==> config.mk <==
export PLATFORM = sky130hd
export DESIGN_NAME = rtp_frame_packetizer
export DESIGN_NICKNAME = d
export VERILOG_FILES = /design/src/sv/rfp_pkg.sv /design/src/sv/rtp_frame_packetizer.sv
export SDC_FILE = /design/constraint.sdc
export NUM_CORES = 1
export LEC_CHECK = 0
export BUFFER_PORTS_ARGS = -buffer_cell sky130_fd_sc_hd__buf_2
export CORE_UTILIZATION = 55
export DETAILED_ROUTE_END_ITERATION = 8
export PLACE_DENSITY = 0.75
export SYNTH_ARGS = -nofsm -noshare
export SYNTH_HDL_FRONTEND = slang
export SYNTH_SLANG_ARGS = --single-unit
==> constraint.sdc <==
create_clock -name i_clk -period 4.9 [get_ports i_clk]
set_input_delay 0 -clock i_clk [delete_from_list [all_inputs] [get_ports i_clk]]
set_output_delay 0 -clock i_clk [all_outputs]
set_load 0.01 [all_outputs]
==> src/sv/rfp_pkg.sv <==
// Package with constants shared by the RTP frame packetizer.
package rfp_pkg;

    localparam int unsigned MAX_PACKET_PAYLOAD = 2048;
    localparam int unsigned HEADER_BYTES       = 12;

    localparam logic [7:0]  RTP_VERSION_BYTE = 8'h80;

    localparam logic [6:0]  PT_RESET       = 7'd26;
    localparam logic [31:0] SSRC_RESET     = 32'd123456;
    localparam logic [31:0] TS_STEP_RESET  = 32'd3600;
    localparam logic [11:0] MAX_PAY_RESET  = 12'd1200;

    typedef enum logic [1:0] {
        REG_PAYLOAD_TYPE   = 2'd0,
        REG_SOURCE_ID      = 2'd1,
        REG_TIMESTAMP_STEP = 2'd2,
        REG_MAX_PAYLOAD    = 2'd3
    } t_reg_idx;

    typedef enum logic [3:0] {
        BYTE_VERSION = 4'd0,
        BYTE_MARK_PT = 4'd1,
        BYTE_SEQ_HI  = 4'd2,
        BYTE_SEQ_LO  = 4'd3,
        BYTE_TS_3    = 4'd4,
        BYTE_TS_2    = 4'd5,
        BYTE_TS_1    = 4'd6,
        BYTE_TS_0    = 4'd7,
        BYTE_SSRC_3  = 4'd8,
        BYTE_SSRC_2  = 4'd9,
        BYTE_SSRC_1  = 4'd10,
        BYTE_SSRC_0  = 4'd11,
        BYTE_PAYLOAD = 4'd12
    } t_byte_idx;

endpackage

==> src/sv/rtp_frame_packetizer.sv <==
// RTP packetizer: frame bytes in, RTP packets with fixed 12-byte header out.
//
// Input stream (s_axis): one payload byte per transaction, with the frame
// length and a frame-start flag in tuser. Output stream (m_axis): the packet
// byte stream, tlast on the final payload byte of each packet.
// Configuration over APB: payload type, SSRC, timestamp step, max payload.
//
// Each accepted byte updates the sequence, timestamp and frame counters in
// the cycle it is accepted and loads the result register. A byte that opens
// a packet yields 13 output bytes (header then payload); any other byte
// yields one output byte, so payload moves at one byte per cycle while the
// receiver is ready, with the 12 header bytes added per packet. Bytes past
// the end of a frame are accepted and dropped. The first output byte is
// presented in the cycle after its input byte is accepted.
// The next input byte is taken in the same cycle as the last output byte of
// the current one leaves. When the receiver stalls, the result register
// holds and the input side stalls once it is full.
// Reset clears all counters, the timestamp and the sequence number, and loads
// the register defaults (payload type 26, SSRC 123456, step 3600, max 1200).
module rtp_frame_packetizer #(
    parameter int unsigned P_MAX_PACKET_PAYLOAD = rfp_pkg::MAX_PACKET_PAYLOAD
) (
    input  logic        i_clk,
    input  logic        i_rst_n,

    input  logic        s_axis_tvalid,
    output logic        s_axis_tready,
    input  logic [23:0] s_axis_tdata,   // [7:0] data_byte, [23:8] frame_length
    input  logic        s_axis_tuser,   // [0] frame_start

    output logic        m_axis_tvalid,
    input  logic        m_axis_tready,
    output logic [7:0]  m_axis_tdata,   // [7:0] out_byte
    output logic        m_axis_tlast,   // packet_end

    input  logic        psel,
    input  logic        penable,
    input  logic        pwrite,
    input  logic [3:0]  paddr,
    input  logic [31:0] pwdata,
    output logic [31:0] prdata,
    output logic        pready
);
    import rfp_pkg::*;

    localparam logic [16:0] MAX_PAY_W = 17'(P_MAX_PACKET_PAYLOAD);
    localparam logic [3:0]  IDX_LAST  = 4'(HEADER_BYTES);

    logic [6:0]  r_pt;
    logic [31:0] r_ssrc;
    logic [31:0] r_ts_step;
    logic [11:0] r_max_pay;

    logic [15:0] r_seq;
    logic [31:0] r_ts;
    logic [15:0] r_frame_left;
    logic [11:0] r_pkt_left;

    logic        r_v;
    logic [3:0]  r_idx;
    logic [7:0]  r_byte;
    logic        r_end;
    logic        r_marker;
    logic [15:0] r_hdr_seq;
    logic [31:0] r_hdr_ts;

    logic        in_acc;
    logic        out_acc;
    logic        out_done;
    logic        cfg_wr;
    t_reg_idx    reg_idx;

    logic [7:0]  in_byte;
    logic [15:0] in_flen;
    logic        in_start;

    logic [11:0] cap;
    logic [31:0] n_ts;
    logic [15:0] n_frame_left;
    logic [11:0] n_pkt_left;
    logic [15:0] frame_sel;
    logic [11:0] pkt_sel;
    logic        is_last;
    logic        need_hdr;
    logic        has_byte;
    logic [11:0] size;

    assign pready   = 1'b1;
    assign reg_idx  = t_reg_idx'(paddr[3:2]);
    assign cfg_wr   = psel & penable & pwrite & pready;

    assign in_byte  = s_axis_tdata[7:0];
    assign in_flen  = s_axis_tdata[23:8];
    assign in_start = s_axis_tuser;

    assign out_acc       = m_axis_tvalid & m_axis_tready;
    assign out_done      = out_acc & (r_idx == IDX_LAST);
    assign s_axis_tready = ~r_v | out_done;
    assign in_acc        = s_axis_tvalid & s_axis_tready;

    always_comb begin
        if (r_max_pay == 12'd0) begin
            cap = 12'd1;
        end else if ({5'd0, r_max_pay} > MAX_PAY_W) begin
            cap = MAX_PAY_W[11:0];
        end else begin
            cap = r_max_pay;
        end
    end

    always_comb begin
        n_ts      = in_start ? (r_ts + r_ts_step) : r_ts;
        frame_sel = in_start ? in_flen : r_frame_left;
        pkt_sel   = in_start ? 12'd0 : r_pkt_left;
        has_byte  = (frame_sel != 16'd0);
        need_hdr  = has_byte & (pkt_sel == 12'd0);
        is_last   = (frame_sel <= {4'd0, cap});
        size      = is_last ? frame_sel[11:0] : cap;
        if (!has_byte) begin
            n_pkt_left   = pkt_sel;
            n_frame_left = frame_sel;
        end else begin
            n_pkt_left   = need_hdr ? (size - 12'd1) : (pkt_sel - 12'd1);
            n_frame_left = frame_sel - 16'd1;
        end
    end

    always_ff @(posedge i_clk) begin
        if (!i_rst_n) begin
            r_pt      <= PT_RESET;
            r_ssrc    <= SSRC_RESET;
            r_ts_step <= TS_STEP_RESET;
            r_max_pay <= MAX_PAY_RESET;
        end else if (cfg_wr) begin
            case (reg_idx)
                REG_PAYLOAD_TYPE:   r_pt      <= pwdata[6:0];
                REG_SOURCE_ID:      r_ssrc    <= pwdata;
                REG_TIMESTAMP_STEP: r_ts_step <= pwdata;
                REG_MAX_PAYLOAD:    r_max_pay <= pwdata[11:0];
                default: begin
                end
            endcase
        end
    end

    always_comb begin
        case (reg_idx)
            REG_PAYLOAD_TYPE:   prdata = {25'd0, r_pt};
            REG_SOURCE_ID:      prdata = r_ssrc;
            REG_TIMESTAMP_STEP: prdata = r_ts_step;
            REG_MAX_PAYLOAD:    prdata = {20'd0, r_max_pay};
            default:            prdata = 32'd0;
        endcase
    end

    always_ff @(posedge i_clk) begin
        if (!i_rst_n) begin
            r_seq        <= 16'd0;
            r_ts         <= 32'd0;
            r_frame_left <= 16'd0;
            r_pkt_left   <= 12'd0;
            r_v          <= 1'b0;
            r_idx        <= 4'd0;
        end else begin
            if (in_acc) begin
                r_ts         <= n_ts;
                r_frame_left <= n_frame_left;
                r_pkt_left   <= n_pkt_left;
                if (need_hdr) begin
                    r_seq <= r_seq + 16'd1;
                end
                r_v   <= has_byte;
                r_idx <= need_hdr ? 4'd0 : IDX_LAST;
            end else if (out_done) begin
                r_v <= 1'b0;
            end else if (out_acc) begin
                r_idx <= r_idx + 4'd1;
            end
        end
    end

    always_ff @(posedge i_clk) begin
        if (in_acc) begin
            r_byte    <= in_byte;
            r_end     <= (n_pkt_left == 12'd0);
            r_marker  <= is_last;
            r_hdr_seq <= r_seq;
            r_hdr_ts  <= n_ts;
        end
    end

    assign m_axis_tvalid = r_v;
    assign m_axis_tlast  = (r_idx == IDX_LAST) & r_end;

    always_comb begin
        case (t_byte_idx'(r_idx))
            BYTE_VERSION: m_axis_tdata = RTP_VERSION_BYTE;
            BYTE_MARK_PT: m_axis_tdata = {r_marker, r_pt};
            BYTE_SEQ_HI:  m_axis_tdata = r_hdr_seq[15:8];
            BYTE_SEQ_LO:  m_axis_tdata = r_hdr_seq[7:0];
            BYTE_TS_3:    m_axis_tdata = r_hdr_ts[31:24];
            BYTE_TS_2:    m_axis_tdata = r_hdr_ts[23:16];
            BYTE_TS_1:    m_axis_tdata = r_hdr_ts[15:8];
            BYTE_TS_0:    m_axis_tdata = r_hdr_ts[7:0];
            BYTE_SSRC_3:  m_axis_tdata = r_ssrc[31:24];
            BYTE_SSRC_2:  m_axis_tdata = r_ssrc[23:16];
            BYTE_SSRC_1:  m_axis_tdata = r_ssrc[15:8];
            BYTE_SSRC_0:  m_axis_tdata = r_ssrc[7:0];
            BYTE_PAYLOAD: m_axis_tdata = r_byte;
            default:      m_axis_tdata = r_byte;
        endcase
    end

endmodule

==> flow_metrics.env <==
export IMPL_status="completed"
export IMPL_avgRoutedWirePerCell_um=19.8
export IMPL_synth_cell_types=85
export IMPL_r2r_cells=16
export IMPL_p_comb_frac=0.145
export IMPL_hp_class="in -> reg"
export IMPL_dp_hpwl_um=25100
export IMPL_synth_compound_area_share=0.202
export IMPL_utilization=0.668
export IMPL_cts_htree_levels=1
export IMPL_path_cells="clkinv_1 -> nand2_1 -> ha_1 -> nor2b_1 -> o211ai_1 -> a211oi_1 -> nor3_1 -> o21ai_2 -> buf_4 -> and2_1 -> o32ai_2 -> nor3_4 -> and3_1 -> o311a_1 -> a211o_1 -> nor4_2"
export IMPL_synth_seq_area_share=0.409
export IMPL_cts_tree="yes"
export IMPL_hold_violations=0
export IMPL_grt_pass1_vias=10700
export IMPL_synth_xor_area_frac=0.0406
export IMPL_fin_tns_setup_ns=0
export IMPL_cts_max_path_buffers=3
export IMPL_slowest_delay_ns=0.48
export IMPL_crit_slowest_cell="dfxtp_1"
export IMPL_yosys_area_top_type_share=0.267
export IMPL_mostFrequentLayoutCells="nand2_1 (309), dfxtp_1 (164), a21oi_1 (160), buf_2 (108), nor2_1 (76)"
export IMPL_postCtsSetupBuffers=0
export IMPL_via_count=11500
export IMPL_die_h_um=152
export IMPL_portBuffers=108
export IMPL_max_vdd_ir_drop_mv=0.246
export IMPL_grt_start_max_net_pins=85
export IMPL_cp_num_cells=16
export IMPL_cts_buffers=25
export IMPL_fp_row_count=54
export IMPL_synthTopCellsByArea="dfxtp_1 (27%), edfxtp_1 (14%), nand2_1 (9.4%), a21oi_1 (6.5%), ha_1 (5.0%)"
export IMPL_yosys_area_share_adder=0.0515
export IMPL_topRoutingLayerUsed="met4"
export IMPL_diodes=0
export IMPL_ant_nets=0
export IMPL_start_kind="flip-flop"
export IMPL_drt_iter0_drc=1205
export IMPL_tightest_slew_ns=1.02
export IMPL_clock_skew_ns=0.0110
export IMPL_place_gp_congestion=0.943
export IMPL_dr_pass1_iters=5
export IMPL_p_leak_uw=0.00583
export IMPL_cp_required_ns=5.26
export IMPL_synth_async_reset_ratio=0
export IMPL_track_usage=0.322
export IMPL_clock_latency_ns=0.53
export IMPL_p_sw_uw=1260
export IMPL_syn_to_final_growth_pct=18.9
export IMPL_final_common_cell="nand2_1"
export IMPL_cap_violations=0
export IMPL_syn_avg_cell_area_um2=8.62
export IMPL_path_class="reg -> reg"
export IMPL_fp_coreArea_mm2=0.0219
export IMPL_cts_sinks=222
export IMPL_power_per_cell_area_mw_per_mm2=327
export IMPL_postSynthCellCount=1426
export IMPL_drv_slew=0
export IMPL_synth_top_family_by_area="compound AO/OA/AOI/OAI gates"
export IMPL_netlist_area_mm2=0.0123
export IMPL_wl_met1_um=15000
export IMPL_synthSimpleGateAreaFrac=0.193
export IMPL_grt_setup_unrepaired="false"
export IMPL_crit_fanout=12
export IMPL_setup_violations=0
export IMPL_p_clk_frac=0.434
export IMPL_die_x_um=152
export IMPL_layout_drive_gt1_share=0.154
export IMPL_seqPwrFrac=0.421
export IMPL_cp_arrival_ns=4.55
export IMPL_max_slew_margin_rel=0.320
export IMPL_ys_warn_count=0
export IMPL_root_buffer="clkbuf_16"
export IMPL_clk_pin_slew_ns=0.06
export IMPL_crit_buf_inv=2
export IMPL_endpoint_kind="flip-flop"
export IMPL_synth_area_mux_share=0.0658
export IMPL_fill_cells=1786
export IMPL_synthesis_nets=1544
export IMPL_dieArea_mm2=0.0230
export IMPL_overflow=0
export IMPL_met3_length_um=2860
export IMPL_timing_fmax_mhz=239
export IMPL_synth_flop_cell="dfxtp_1"
export IMPL_power_internal_uw=3530
export IMPL_wirelength_um=36900
export IMPL_grt_pass1_wl_um=57000
export IMPL_drc=0
export IMPL_yosysTopAreaCell="dfxtp_1"
export IMPL_holdPathStages=6
export IMPL_antenna_found_initial=0
export IMPL_ios=112
export IMPL_via_per_inst=6.16
export IMPL_nets=1682
export IMPL_switching_share=0.262
export IMPL_synth_edff_count=58
export IMPL_critical_path_top_delay_family="compound AO/OA/AOI/OAI gates"
export IMPL_start_util=0.562
export IMPL_ys_seq_elements=222
export IMPL_wl_met2_um=17800
export IMPL_post_route_period_util=0.855
export IMPL_final_min_clock_period_ns=4.19
==> cell families (layout without fill, tap and decap cells) <==
logic type	count (synthesis)	after routing
AND/OR/NAND/NOR	535	535
AO/OA/AOI/OAI	376	376
flip-flops	222	222
buffers and inverters	118	275
multiplexers	67	67
XOR/XNOR	57	57
adder cells (fa/ha/maj)	50	50
other	1	1
==> worst paths after layout <==
path / from / endpoint / slack [ns]
worst max register to register: r_max_pay[11] / r_end / 0.71
worst min-delay path: s_axis_tdata[22] / r_frame_left[14] / 0.02
worst max-delay path: r_max_pay[11] / r_end / 0.71
worst min register to register: r_frame_left[1] / r_frame_left[1] / 0.45
==> routing by layer <==
metal / global-route usage / up-vias
li1: - / 5431
met1: 0.418 / 5486
met2: 0.546 / 479
met3: 0.0464 / 83
met4: 0.110 / 0
met5: 0 / -
==> timing repair <==
item,in CTS,in global routing
resized for setup,0,1
endpoints found under the setup margin,0,1
endpoints found under the hold margin,102,0
hold buffers,65,0
==> registers in the layout, summed over array words and instances (netlist names) <==
name	flops
r_end	1
r_marker	1
r_idx	4
r_seq	16
r_frame_left	16
r_max_pay	12
r_hdr_ts	32
r_pt	7
r_byte	8
r_ssrc	32
r_ts_step	32
m_axis_tvalid	1
r_ts	32
r_pkt_left	12
r_hdr_seq	16
==> cells in the mapped netlist (all sizes together), types with 4 or more instances <==
cell     count
and3         8
dfxtp      164
a21boi       6
buf         15
or3          5
xor2        25
a32oi        4
a22o        29
nand3       39
nor3        30
nor3b        5
mux2i       20
o21bai       5
xnor2       32
and2         6
a22oi       14
inv         26
a21o        10
a221oi       4
o21ai       40
nand4       12
nor4         8
nor2        76
a222oi      11
edfxtp      58
nor2b       16
a31oi       16
ha          49
o211ai       9
mux2        40
nand2      310
o31ai        5
o21a         6
a21oi      162
nand4b       4
a211oi      14
nand2b       4
a311oi       7
clkbuf      76
a2111oi      4
mux4         7
==> power groups by stage <==
stage | Combinational, µW | Clock, µW | Sequential, µW
3_3_place_gp | 632 | 0 | 2050
2_1_floorplan | 463 | 0 | 2030
6_report | 694 | 2080 | 2010
5_1_grt | 756 | 2150 | 2020
3_5_place_dp | 640 | 0 | 2050
4_1_cts | 682 | 2100 | 2010
==> tightest hold or removal path: stages <==
cell and delay, ns:
buf_2 0.11, inv_1 0.07, a31oi_1 0.08, mux2i_1 0.13
a21oi_1 0.06, nor2_1 0.07
==> metrics by stage <==
stage | instances | instance area, µm² | setup WS [ns] | hold WS, ns | total power, µW
after CTS | 1863 | 14600 | 0.450 | 0.00618 | 4790
final | 1863 | 14600 | 0.710 | 0.0171 | 4790
after global placement | 1752 | 13000 | 0.451 | 0.176 | 2680
after global routing | 1863 | 14600 | 0.259 | 0.0585 | 4930
after floorplan | 1426 | 12300 | 0.720 | 0.0989 | 2490
after detailed placement | 1752 | 13000 | 0.449 | 0.178 | 2690
==> cell type report <==
cell class,count,area (µm²),share of cell area
multi-input combinational,1086,6810,0.466
sequential,222,5020,0.344
timing repair buffer,202,1410,0.0964
clock buffer,31,711,0.0486
tap,280,350,0.0240
clock inverter,15,206,0.0141
inverter,27,106,0.00728
(Power assumes the default switching activity.)
